===== src/rtl/aipr_pkg.sv =====
`timescale 1ns / 1ps
// Shared types, codes and constants of the +IPD packet receiver.
// No dependencies; aipr_front, aipr_back and the top level import this package.
package aipr_pkg;

  localparam int RING_ROWS_DEF  = 16;
  localparam int ROW_BYTES_DEF  = 20;
  localparam int HEADER_MAX_DEF = 16;

  localparam int OFFSET_W = 5;

  localparam logic [7:0] CONN_ID_RESET = 8'd48;
  localparam logic [7:0] CHAR_COLON    = 8'd58;
  localparam logic [7:0] CHAR_CR       = 8'd13;
  localparam logic [7:0] CHAR_LF       = 8'd10;
  localparam logic [7:0] CHAR_ZERO     = 8'd48;
  localparam logic [7:0] CHAR_NINE     = 8'd57;

  localparam int PREFIX_LEN = 7;
  localparam int ID_POS     = 7;
  localparam int LEN_POS    = 9;
  localparam int CRLF_MIN   = 4;

  localparam logic [1:0] ACT_RX      = 2'd0;
  localparam logic [1:0] ACT_READ    = 2'd1;
  localparam logic [1:0] ACT_RELEASE = 2'd2;

  localparam logic [2:0] EV_NONE     = 3'd0;
  localparam logic [2:0] EV_STORED   = 3'd1;
  localparam logic [2:0] EV_DROPPED  = 3'd2;
  localparam logic [2:0] EV_BAD_HDR  = 3'd3;
  localparam logic [2:0] EV_WRONG_ID = 3'd4;
  localparam logic [2:0] EV_BAD_LEN  = 3'd5;

  typedef enum logic [1:0] {
    K_RX,
    K_READ,
    K_RELEASE,
    K_NOP
  } kind_t;

  typedef enum logic [2:0] {
    PH_HUNT  = 3'b001,
    PH_STORE = 3'b010,
    PH_SKIP  = 3'b100
  } phase_t;

  typedef struct packed {
    logic [1:0]          action;
    logic [7:0]          rx_byte;
    logic [OFFSET_W-1:0] read_offset;
  } in_item_t;

  typedef struct packed {
    logic [7:0] read_data;
    logic       fifo_empty;
    logic [3:0] packet_count;
    logic [2:0] event_res;
  } out_item_t;

  typedef struct packed {
    kind_t               kind;
    logic [7:0]          rx_byte;
    logic [OFFSET_W-1:0] offset;
    logic                off_ok;
  } cmd_t;

  typedef struct packed {
    logic                rd_ok;
    logic [OFFSET_W-1:0] offset;
    logic                fifo_empty;
    logic [3:0]          packet_count;
    logic [2:0]          event_res;
  } stage_t;

  function automatic logic [7:0] prefix_byte(input logic [2:0] idx);
    logic [7:0] b;
    case (idx)
      3'd0:    b = 8'd13;
      3'd1:    b = 8'd10;
      3'd2:    b = 8'd43;
      3'd3:    b = 8'd73;
      3'd4:    b = 8'd80;
      3'd5:    b = 8'd68;
      3'd6:    b = 8'd44;
      default: b = 8'd0;
    endcase
    return b;
  endfunction

endpackage


===== src/rtl/aipr_ram.sv =====
`timescale 1ns / 1ps
// Generic single-write, single-read RAM with a registered read port.
// No dependencies.
module aipr_ram #(
  parameter int WIDTH = 8,
  parameter int DEPTH = 16
) (
  input  logic                     clk,
  input  logic                     wr_en,
  input  logic [$clog2(DEPTH)-1:0] wr_addr,
  input  logic [WIDTH-1:0]         wr_data,
  input  logic                     rd_en,
  input  logic [$clog2(DEPTH)-1:0] rd_addr,
  output logic [WIDTH-1:0]         rd_data
);

  logic [WIDTH-1:0] mem [DEPTH];
  logic [WIDTH-1:0] rd_data_r;

  always_ff @(posedge clk) begin
    if (wr_en) begin
      mem[wr_addr] <= wr_data;
    end
    if (rd_en) begin
      rd_data_r <= mem[rd_addr];
    end
  end

  assign rd_data = rd_data_r;

endmodule


===== src/rtl/aipr_front.sv =====
`timescale 1ns / 1ps
// Front end: accepts input transfers, decodes the action and queues commands.
// Depends on aipr_pkg.
module aipr_front #(
  parameter int ROW_BYTES = aipr_pkg::ROW_BYTES_DEF
) (
  input  logic              clk,
  input  logic              rst_n,
  input  logic              in_valid,
  output logic              in_stall,
  input  aipr_pkg::in_item_t in_data,
  output logic              q_valid,
  output aipr_pkg::cmd_t    q_cmd,
  input  logic              q_pop
);

  import aipr_pkg::*;

  cmd_t       slot_r [2];
  logic       wr_ptr_r, wr_ptr_nxt;
  logic       rd_ptr_r, rd_ptr_nxt;
  logic [1:0] count_r, count_nxt;
  cmd_t       cmd_in;
  logic       push;

  always_comb begin
    cmd_in.rx_byte = in_data.rx_byte;
    cmd_in.offset  = in_data.read_offset;
    cmd_in.off_ok  = int'(in_data.read_offset) < ROW_BYTES;
    case (in_data.action)
      ACT_RX:      cmd_in.kind = K_RX;
      ACT_READ:    cmd_in.kind = K_READ;
      ACT_RELEASE: cmd_in.kind = K_RELEASE;
      default:     cmd_in.kind = K_NOP;
    endcase
  end

  assign in_stall = count_r == 2'd2;
  assign push     = in_valid && !in_stall;
  assign q_valid  = count_r != 2'd0;
  assign q_cmd    = slot_r[rd_ptr_r];

  always_comb begin
    wr_ptr_nxt = push ? ~wr_ptr_r : wr_ptr_r;
    rd_ptr_nxt = q_pop ? ~rd_ptr_r : rd_ptr_r;
    count_nxt  = count_r + 2'(push) - 2'(q_pop);
  end

  always_ff @(posedge clk) begin
    if (!rst_n) begin
      wr_ptr_r <= 1'b0;
      rd_ptr_r <= 1'b0;
      count_r  <= 2'd0;
    end else begin
      wr_ptr_r <= wr_ptr_nxt;
      rd_ptr_r <= rd_ptr_nxt;
      count_r  <= count_nxt;
    end
  end

  always_ff @(posedge clk) begin
    if (push) begin
      slot_r[wr_ptr_r] <= cmd_in;
    end
  end

endmodule


===== src/rtl/aipr_back.sv =====
`timescale 1ns / 1ps
// Back end: header parser, packet ring and result stages.
// Depends on aipr_pkg and aipr_ram.
module aipr_back #(
  parameter int RING_ROWS  = aipr_pkg::RING_ROWS_DEF,
  parameter int ROW_BYTES  = aipr_pkg::ROW_BYTES_DEF,
  parameter int HEADER_MAX = aipr_pkg::HEADER_MAX_DEF
) (
  input  logic               clk,
  input  logic               rst_n,
  input  logic               q_valid,
  input  aipr_pkg::cmd_t     q_cmd,
  output logic               q_pop,
  input  logic               cfg_wr_en,
  input  logic [7:0]         cfg_wr_data,
  output logic               out_valid,
  input  logic               out_stall,
  output aipr_pkg::out_item_t out_data
);

  import aipr_pkg::*;

  localparam int ROW_W  = (RING_ROWS > 1) ? $clog2(RING_ROWS) : 1;
  localparam int CNT_W  = ROW_W + 1;
  localparam int LEN_W  = $clog2(ROW_BYTES);
  localparam int ACC_W  = LEN_W + 4;
  localparam int FILL_W = $clog2(HEADER_MAX);
  localparam int DEPTH  = RING_ROWS * ROW_BYTES;
  localparam int ADDR_W = $clog2(DEPTH);

  localparam logic [ROW_W-1:0]  ROW_LAST  = ROW_W'(RING_ROWS - 1);
  localparam logic [ADDR_W-1:0] ROW_SPAN  = ADDR_W'(ROW_BYTES);
  localparam logic [ACC_W-1:0]  LEN_LIMIT = ACC_W'(ROW_BYTES - 1);
  localparam logic [FILL_W-1:0] FILL_LAST = FILL_W'(HEADER_MAX - 1);

  logic [7:0]        conn_id_r;
  phase_t            phase_r, phase_nxt;
  logic [FILL_W-1:0] fill_r, fill_nxt;
  logic              prev_cr_r, prev_cr_nxt;
  logic              prefix_ok_r, prefix_ok_nxt;
  logic [7:0]        id_r, id_nxt;
  logic              bad_r, bad_nxt;
  logic [LEN_W-1:0]  len_r, len_nxt;
  logic [LEN_W-1:0]  rem_r, rem_nxt;
  logic [LEN_W-1:0]  pos_r, pos_nxt;
  logic [ROW_W-1:0]  wrow_r, wrow_nxt;
  logic [ROW_W-1:0]  rrow_r, rrow_nxt;

  logic              s1_valid_r;
  stage_t            s1_r, s1_nxt;
  logic              out_valid_r;
  out_item_t         out_data_r, out_item;

  logic              fire, s1_go;
  logic              nonempty, full;
  logic [ROW_W-1:0]  wrow_inc, rrow_inc;
  logic [ADDR_W-1:0] wr_base, rd_base;
  logic [CNT_W-1:0]  cnt;
  logic [7:0]        b;
  logic              term;
  logic [7:0]        id_val;
  logic [7:0]        digit;
  logic              is_digit;
  logic [ACC_W-1:0]  acc;
  logic [2:0]        ev;

  logic              dwr_en, lwr_en, rd_en;
  logic [ADDR_W-1:0] dwr_addr, drd_addr;
  logic [7:0]        dwr_data, drd_data;
  logic [LEN_W-1:0]  lrd_data;

  assign s1_go = s1_valid_r && (!out_valid_r || !out_stall);
  assign fire  = q_valid && (!s1_valid_r || s1_go);
  assign q_pop = fire;

  assign nonempty = wrow_r != rrow_r;
  assign wrow_inc = (wrow_r == ROW_LAST) ? '0 : wrow_r + 1'b1;
  assign rrow_inc = (rrow_r == ROW_LAST) ? '0 : rrow_r + 1'b1;
  assign full     = wrow_inc == rrow_r;
  assign wr_base  = ADDR_W'(wrow_r) * ROW_SPAN;
  assign rd_base  = ADDR_W'(rrow_r) * ROW_SPAN;

  assign b        = q_cmd.rx_byte;
  assign term     = (b == CHAR_COLON) || (fill_r == FILL_LAST) ||
                    (fill_r > FILL_W'(CRLF_MIN) && prev_cr_r && b == CHAR_LF);
  assign id_val   = (fill_r == FILL_W'(ID_POS)) ? b : id_r;
  assign digit    = b - CHAR_ZERO;
  assign is_digit = (b >= CHAR_ZERO) && (b <= CHAR_NINE);
  assign acc      = (ACC_W'(len_r) << 3) + (ACC_W'(len_r) << 1) + ACC_W'(digit[3:0]);

  always_comb begin
    phase_nxt     = phase_r;
    fill_nxt      = fill_r;
    prev_cr_nxt   = prev_cr_r;
    prefix_ok_nxt = prefix_ok_r;
    id_nxt        = id_r;
    bad_nxt       = bad_r;
    len_nxt       = len_r;
    rem_nxt       = rem_r;
    pos_nxt       = pos_r;
    wrow_nxt      = wrow_r;
    rrow_nxt      = rrow_r;
    ev            = EV_NONE;
    dwr_en        = 1'b0;
    lwr_en        = 1'b0;
    dwr_addr      = wr_base + ADDR_W'(pos_r);
    dwr_data      = b;
    rd_en         = 1'b0;
    drd_addr      = rd_base + (q_cmd.off_ok ? ADDR_W'(q_cmd.offset) : '0);

    if (fire) begin
      case (q_cmd.kind)
        K_RX: begin
          case (phase_r)
            PH_STORE: begin
              dwr_en  = 1'b1;
              pos_nxt = pos_r + 1'b1;
              rem_nxt = rem_r - 1'b1;
              if (rem_r == LEN_W'(1)) begin
                wrow_nxt  = wrow_inc;
                phase_nxt = PH_HUNT;
                ev        = EV_STORED;
              end
            end
            PH_SKIP: begin
              rem_nxt = rem_r - 1'b1;
              if (rem_r == LEN_W'(1)) begin
                phase_nxt = PH_HUNT;
              end
            end
            default: begin
              if (term) begin
                fill_nxt = '0;
                bad_nxt  = 1'b0;
                len_nxt  = '0;
                if (b != CHAR_COLON || fill_r < FILL_W'(ID_POS) || !prefix_ok_r) begin
                  ev = EV_BAD_HDR;
                end else if (id_val != conn_id_r) begin
                  ev = EV_WRONG_ID;
                end else if (bad_r) begin
                  ev = EV_BAD_LEN;
                end else if (full) begin
                  ev        = EV_DROPPED;
                  rem_nxt   = len_r;
                  phase_nxt = (len_r != '0) ? PH_SKIP : PH_HUNT;
                end else begin
                  dwr_en   = 1'b1;
                  lwr_en   = 1'b1;
                  dwr_addr = wr_base;
                  dwr_data = 8'(len_r);
                  if (len_r == '0) begin
                    wrow_nxt = wrow_inc;
                    ev       = EV_STORED;
                  end else begin
                    rem_nxt   = len_r;
                    pos_nxt   = LEN_W'(1);
                    phase_nxt = PH_STORE;
                  end
                end
              end else begin
                fill_nxt    = fill_r + 1'b1;
                prev_cr_nxt = b == CHAR_CR;
                if (fill_r == '0) begin
                  prefix_ok_nxt = b == prefix_byte(3'd0);
                end else if (fill_r < FILL_W'(PREFIX_LEN)) begin
                  prefix_ok_nxt = prefix_ok_r && (b == prefix_byte(fill_r[2:0]));
                end
                if (fill_r == FILL_W'(ID_POS)) begin
                  id_nxt = b;
                end
                if (fill_r >= FILL_W'(LEN_POS) && !bad_r) begin
                  if (!is_digit || acc > LEN_LIMIT) begin
                    bad_nxt = 1'b1;
                  end else begin
                    len_nxt = LEN_W'(acc);
                  end
                end
              end
            end
          endcase
        end
        K_READ: begin
          rd_en = 1'b1;
        end
        K_RELEASE: begin
          if (nonempty) begin
            rrow_nxt = rrow_inc;
          end
        end
        default: begin
        end
      endcase
    end
  end

  always_comb begin
    if (wrow_nxt >= rrow_nxt) begin
      cnt = CNT_W'(wrow_nxt) - CNT_W'(rrow_nxt);
    end else begin
      cnt = CNT_W'(wrow_nxt) + CNT_W'(RING_ROWS) - CNT_W'(rrow_nxt);
    end
    s1_nxt.rd_ok        = (q_cmd.kind == K_READ) && nonempty && q_cmd.off_ok;
    s1_nxt.offset       = q_cmd.offset;
    s1_nxt.fifo_empty   = wrow_nxt == rrow_nxt;
    s1_nxt.packet_count = 4'(cnt);
    s1_nxt.event_res    = ev;
  end

  always_comb begin
    out_item.fifo_empty   = s1_r.fifo_empty;
    out_item.packet_count = s1_r.packet_count;
    out_item.event_res    = s1_r.event_res;
    if (s1_r.rd_ok && (9'(s1_r.offset) <= 9'(lrd_data))) begin
      out_item.read_data = drd_data;
    end else begin
      out_item.read_data = 8'd0;
    end
  end

  aipr_ram #(
    .WIDTH (8),
    .DEPTH (DEPTH)
  ) u_row_ram (
    .clk     (clk),
    .wr_en   (dwr_en),
    .wr_addr (dwr_addr),
    .wr_data (dwr_data),
    .rd_en   (rd_en),
    .rd_addr (drd_addr),
    .rd_data (drd_data)
  );

  aipr_ram #(
    .WIDTH (LEN_W),
    .DEPTH (RING_ROWS)
  ) u_len_ram (
    .clk     (clk),
    .wr_en   (lwr_en),
    .wr_addr (wrow_r),
    .wr_data (len_r),
    .rd_en   (rd_en),
    .rd_addr (rrow_r),
    .rd_data (lrd_data)
  );

  always_ff @(posedge clk) begin
    if (!rst_n) begin
      conn_id_r   <= CONN_ID_RESET;
      phase_r     <= PH_HUNT;
      fill_r      <= '0;
      prev_cr_r   <= 1'b0;
      prefix_ok_r <= 1'b0;
      bad_r       <= 1'b0;
      len_r       <= '0;
      rem_r       <= '0;
      pos_r       <= '0;
      wrow_r      <= '0;
      rrow_r      <= '0;
      s1_valid_r  <= 1'b0;
      out_valid_r <= 1'b0;
    end else begin
      if (cfg_wr_en) begin
        conn_id_r <= cfg_wr_data;
      end
      phase_r     <= phase_nxt;
      fill_r      <= fill_nxt;
      prev_cr_r   <= prev_cr_nxt;
      prefix_ok_r <= prefix_ok_nxt;
      bad_r       <= bad_nxt;
      len_r       <= len_nxt;
      rem_r       <= rem_nxt;
      pos_r       <= pos_nxt;
      wrow_r      <= wrow_nxt;
      rrow_r      <= rrow_nxt;
      if (fire) begin
        s1_valid_r <= 1'b1;
      end else if (s1_go) begin
        s1_valid_r <= 1'b0;
      end
      if (s1_go) begin
        out_valid_r <= 1'b1;
      end else if (!out_stall) begin
        out_valid_r <= 1'b0;
      end
    end
  end

  always_ff @(posedge clk) begin
    id_r <= id_nxt;
    if (fire) begin
      s1_r <= s1_nxt;
    end
    if (s1_go) begin
      out_data_r <= out_item;
    end
  end

  assign out_valid = out_valid_r;
  assign out_data  = out_data_r;

endmodule


===== src/rtl/at_ipd_packet_receiver_unit.sv =====
`timescale 1ns / 1ps
// Receiver for +IPD data frames from an AT-command modem: top level.
// Depends on aipr_pkg, aipr_front, aipr_back and aipr_ram.
//
// Each input transfer is a received serial byte, a read of one byte of the
// oldest stored packet, a release of that packet or a no-op for the unused
// action code, and each produces exactly one result transfer. A header of up
// to HEADER_MAX bytes is parsed on the fly; a valid header with the configured
// connection identifier stores its length and payload in a ring of RING_ROWS
// rows of ROW_BYTES bytes. The block sustains one transfer per clock cycle
// while out_stall is low; a result passes from the two-entry command queue
// through the execute step of the back end, whose registered row read lands
// in the output register. The ring memory needs no clearing pass after
// reset. The connection identifier resets to the character '0' and is written
// through cfg_wr_en and cfg_wr_data.
module at_ipd_packet_receiver_unit #(
  parameter int RING_ROWS  = aipr_pkg::RING_ROWS_DEF,
  parameter int ROW_BYTES  = aipr_pkg::ROW_BYTES_DEF,
  parameter int HEADER_MAX = aipr_pkg::HEADER_MAX_DEF
) (
  input  logic                clk,
  input  logic                rst_n,
  input  logic                in_valid,
  output logic                in_stall,
  input  aipr_pkg::in_item_t  in_data,
  output logic                out_valid,
  input  logic                out_stall,
  output aipr_pkg::out_item_t out_data,
  input  logic                cfg_wr_en,
  input  logic [7:0]          cfg_wr_data
);

  import aipr_pkg::*;

  logic q_valid;
  cmd_t q_cmd;
  logic q_pop;

  aipr_front #(
    .ROW_BYTES (ROW_BYTES)
  ) u_front (
    .clk      (clk),
    .rst_n    (rst_n),
    .in_valid (in_valid),
    .in_stall (in_stall),
    .in_data  (in_data),
    .q_valid  (q_valid),
    .q_cmd    (q_cmd),
    .q_pop    (q_pop)
  );

  aipr_back #(
    .RING_ROWS  (RING_ROWS),
    .ROW_BYTES  (ROW_BYTES),
    .HEADER_MAX (HEADER_MAX)
  ) u_back (
    .clk         (clk),
    .rst_n       (rst_n),
    .q_valid     (q_valid),
    .q_cmd       (q_cmd),
    .q_pop       (q_pop),
    .cfg_wr_en   (cfg_wr_en),
    .cfg_wr_data (cfg_wr_data),
    .out_valid   (out_valid),
    .out_stall   (out_stall),
    .out_data    (out_data)
  );

endmodule

===== config.mk =====
export PLATFORM = sky130hd
export DESIGN_NAME = at_ipd_packet_receiver_unit
export DESIGN_NICKNAME = d
export VERILOG_FILES = /design/src/rtl/aipr_pkg.sv /design/src/rtl/aipr_ram.sv /design/src/rtl/aipr_front.sv /design/src/rtl/aipr_back.sv /design/src/rtl/at_ipd_packet_receiver_unit.sv
export SDC_FILE = /design/constraint.sdc
export NUM_CORES = 2
export LEC_CHECK = 0
export ABC_AREA = 1
export BUFFER_PORTS_ARGS = -buffer_cell sky130_fd_sc_hd__buf_2
export CORE_ASPECT_RATIO = 2
export CORE_MARGIN = 5
export CORE_UTILIZATION = 45
export CTS_BUF_LIST = sky130_fd_sc_hd__clkbuf_8
export DETAILED_ROUTE_END_ITERATION = 6
export HOLD_SLACK_MARGIN = 0.1
export PLACE_DENSITY_LB_ADDON = 0.05
export SLEW_MARGIN = 40
export SYNTH_ARGS = -nofsm -noshare
export SYNTH_HDL_FRONTEND = slang
export SYNTH_SLANG_ARGS = --single-unit

===== constraint.sdc =====
create_clock -name clk -period 52.9 [get_ports clk]
set_clock_uncertainty 0.05 [all_clocks]
set_input_delay 5.29 -clock clk [delete_from_list [all_inputs] [get_ports clk]]
set_output_delay 5.29 -clock clk [all_outputs]
set_load 0.01 [all_outputs]

==> run summary <==
The congestion estimate from routability-driven global placement came to 0.913. When the netlist entered floorplanning its net count stood at 9821. The worst hold slack across all endpoints is 0.383 ns. The cell sitting at the root of the clock tree is a clkbuf_8. The async set-reset flop share out of synthesis is 0%, and the max-cap check violation count is 0. The tools report the number of buffers inserted during clock tree synthesis as 386. Setup slack closes at 44.20 ns.

From synthesis to final layout, the design area changed by 9.87%. The worst setup path is of the in -> reg kind. Using the TritonRoute via totals, the vias-per-cell ratio works out to 5.84. CTS saw 2771 sinks. Across the VDD grid, the largest voltage drop is 0.0000438 V. Of the post-synthesis cell area, the part taken by muxes is 0.00865%. The buffer levels on the longest clock path was 4.

The final reports fail on design-rule violations. The normalized max-slew margin is 38.2%, and the number of synthesized register bits is 2771. The total half-perimeter wirelength after legalization and detailed placement is 223 mm, and the shortest period the worst path allows is 8.70 ns.

The actual transition at the worst max-transition pin was 0.928 ns; the deepest level of the CTS H-tree was 5. The critical path goes through buf_2 > nand2_1 > inv_1 > nand2_1 > o21ai_1 > buf_4 > nor2_4 > nand4_4 > o21ai_4 > buf_8 > buf_4 > buf_6 > buf_4. The run gives 9.29 ns as the arrival time reported for the critical path endpoint. The power density over cell area works out to 54.0 mW/mm2.

Of all cell types, the one taking the most synthesized area is edfxtp_1. In this design, the critical path's most frequently occurring cell is buf_4. Setup violations remaining at the end of the flow were counted as 0. The ratio of final minimum period to clock period works out to 16.4%. The first routing iteration left 6618 violations. The type of destination of the critical path is a register.

The total standard cell area after synthesis is 0.116 mm2, and the largest driver fanout on the critical path is 62. Cell with the most instances after synthesis: edfxtp_1. TritonCTS built the clock tree. Sequential cells were found to cover 71.5% of the synthesized design area. The logs give 77138 for the total via count in the routed design and 0 for the number of setup buffers added after CTS.

For this run, the total global-route usage over all layers was measured as 26.8%. The run gives 54 as the number of different library cells in the post-synthesis netlist. After filler insertion, the fill cell instance count of the layout stands at 22667.

In this run, post-CTS repair resized a total of 0 instances. The finished layout cell area is 0.127 mm2. The run gives 4 as the initial antenna violation count. Yosys mapped a number of flops with a built-in enable equal to 2723. In this run the standard cell core region covers 0.256 mm2.

At the placement stage, the worst setup path has a slack of 42.98 ns. The first global-routing pass estimated 527 mm of wire. Among cell families on the critical path, the largest total delay comes from buffers and inverters. The run gives 190 as the largest net degree at the start of global routing. Static timing analysis puts the maximum clock frequency at 115 MHz. Setup repair after global routing left no endpoint under its margin. The floorplan step defined a die boundary enclosing 0.268 mm2.

The clock reaches the later pin of the worst-skew pair after 0.99 ns. Synthesis produced 9739 cells. Summed over all cells, the static leakage comes to 42.9 nW. After synthesis, the mean cell area works out to 11.9 um2.

The remaining routing DRC violations came out at 1. Clock-pin slew was measured on the worst setup and hold paths at 0.07 ns. The number of max-slew violations in the final report was 0.

The combinational family with the most area after synthesis was simple AND/OR/NAND/NOR gates. The number of buffer cells added on primary ports was 45. The count of TritonRoute iterations in the first routing pass was 7. The number of nets with antenna violations after detailed routing was 0; the post-synthesis xor/xnor area fraction was 0.197%. Summed over its instances, the top area cell type makes up 70.7% of the synthesized netlist area. In this run, post-CTS hold repair placed 0 buffers. The run gives 78511 as the via count of the first global-routing pass. For this block, the routed nets add up to 369 mm of wire.

The largest single stage delay on the critical path is 0.74 ns. Together, buffers and inverters on the worst path number 7. The final routed wire length divided by cell count came out at 27.9 um. The worst hold path class was reg -> reg.

The proportion of layout cells with a drive suffix above 1 was 10.6%. From left edge to right edge, the die measures 369 um. In this run the count of I/O pins placed on the die edge is 46.

Once the floorplan was initialized, standard cells occupied 45.1% of the core. Among all stages on the critical path, the largest delay is contributed by buf_4. The worst endpoint required time is 53.49 ns, and the number of warning messages in the yosys log is 0.

The run gives 0 as the overflow left after global routing. In the synthesized netlist, the cells that appear most often are 2723 x edfxtp_1, 2401 x nand3_1, 1704 x nand2_1, 618 x nor2_1, 471 x clkbuf_1. Summing the areas of all compound-gate instances in the mapped netlist gives 3.99% of the synthesized area. Simple-gate area share of the yosys netlist: 20.2%.

Measured along the y axis, the die boundary spans 727 um. Yosys attributes the largest share of cell area to edfxtp_1 71%, nand3_1 10%, nand2_1 5.5%. In this run the core area contains 263 standard-cell rows. After routing, the total negative slack on setup checks comes to 0 ns. The startpoint class of the critical path is a primary input. The number of nets in the layout was 9686.

The most common flop cell mapped by yosys is edfxtp_1. The placed instances occupy a cell area of 0.119 mm2. The flow ran to the end, but the final reports show violations. Of the total synthesized cell area, the portion taken by full adders, half adders and majority gates is 0.629%. The final count of hold timing violations came out at 0.
## metal layers
metal  up-vias  GRT usage, %  part of all wire (%)  wire length (um)
met5         -             0                     0                 0
met4         0          14.4                   6.3             23100
met3       847          3.24                   5.1             18700
met2      2839          49.6                    53            195000
met1     38436          30.1                    36            133000
li1      35016             -                     -                 -
## logic make-up (layout without fill, tap and decap cells)
kind of cell / Yosys count / count (layout)
multiplexers: 1 / 1
adder cells (fa/ha/maj): 54 / 54
XOR/XNOR: 26 / 26
AO/OA/AOI/OAI: 798 / 798
AND/OR/NAND/NOR: 5113 / 5113
other: 0 / 3
buffers and inverters: 976 / 1137
flip-flops: 2771 / 2771
## path summary, 6_finish.rpt
kind / startpoint / end / slack [ns] / depth (start not counted)
min: u_back.out_item[0]$_SDFFCE_PP0P_ / u_back.out_data[0]$_DFFE_PP_ / 0.38 / 0
min reg2reg: u_back.out_item[0]$_SDFFCE_PP0P_ / u_back.out_data[0]$_DFFE_PP_ / 0.38 / 0
max reg2reg: register / u_back.u_row_ram.rd_data[4]$_DFFE_PP_ / 45.77 / 20
max: out_stall / u_back.u_row_ram.mem[171][0]$_DFFE_PP_ / 44.20 / 13
## area by class of cell
type	count	area, um2	share of cell area, %
inverters	260	1030	0.810
diodes	3	7.51	0.00591
clock buffers	400	5510	4.33
clock inverters	284	1930	1.51
repair buffers	193	1850	1.46
flip-flops and latches	2771	82700	65.1
well taps	3312	4140	3.26
multi-input cells	5992	29900	23.5
## per-stage QoR
stage / util (%) / power, mW / instances
6_report: 49.6 / 6.86 / 13215
5_1_grt: 49.6 / 7.15 / 13213
4_1_cts: 49.5 / 6.88 / 13206
3_5_place_dp: 46.6 / 5.23 / 12522
3_3_place_gp: 46.3 / 5.20 / 12513
2_1_floorplan: - / 4.27 / 9739
## sequential cells by signal, summed over array words and instances (netlist names), 4 cells and up, named ones only
name                      count
u_back.u_row_ram.mem       2560
u_back.u_len_ram.mem         80
u_front.slot_r               32
u_back.out_data              16
u_back.conn_id_r              8
u_back.id_r                   8
u_back.out_item               8
u_back.u_row_ram.rd_data      8
u_back.s1_r                   6
u_back.len_r                  5
u_back.pos_r                  5
u_back.rem_r                  5
u_back.u_len_ram.rd_data      5
u_back.fill_r                 4
u_back.rrow_r                 4
u_back.wrow_r                 4
## layout by cell type (no fill, tap or decap), types with 39 or more instances in the layout
| master | netlist | routed |
|---|---|---|
| a21oi_1 | 51 | 49 |
| clkbuf_8 | 0 | 400 |
| or2_2 | 84 | 84 |
| nand3b_1 | 61 | 61 |
| o22ai_1 | 289 | 289 |
| inv_1 | 250 | 340 |
| nor2_1 | 618 | 614 |
| ha_1 | 47 | 46 |
| nor2_2 | 37 | 39 |
| o211ai_1 | 41 | 41 |
| nor3_2 | 19 | 129 |
| buf_4 | 3 | 86 |
| o21ai_0 | 372 | 371 |
| dfxtp_1 | 48 | 47 |
| clkinv_1 | 2 | 91 |
| nand2_1 | 1704 | 1683 |
| clkinv_2 | 0 | 59 |
| buf_2 | 118 | 45 |
| edfxtp_1 | 2723 | 2723 |
| nand3_1 | 2401 | 2398 |
## where the power goes
part           total, mW  internal (mW)  switching (mW)
combinational       2.51          0.544            1.97
sequential          2.69           2.68          0.0136
clock               1.65          0.835           0.818
total               6.86           4.06            2.80
## worst register-to-register path, stage by stage (launching register included)
cell and delay (ns):
dfxtp_1 0.32, buf_4 0.21, nand2_1 0.18, nand2_8 0.32
nand2_8 0.63, buf_12 0.50, buf_16 0.43, buf_4 0.64
buf_4 0.37, buf_6 0.57, buf_6 0.65, nor2_1 0.07
o21ai_0 0.45, nand3_1 0.15, nand3_1 0.10, nand3_1 0.09
nand3_1 0.32, nand3_1 0.19, nand3_1 0.25, nand3_1 0.33
nand2_1 0.15
No activity file was read; power rests on OpenSTA's default activity.
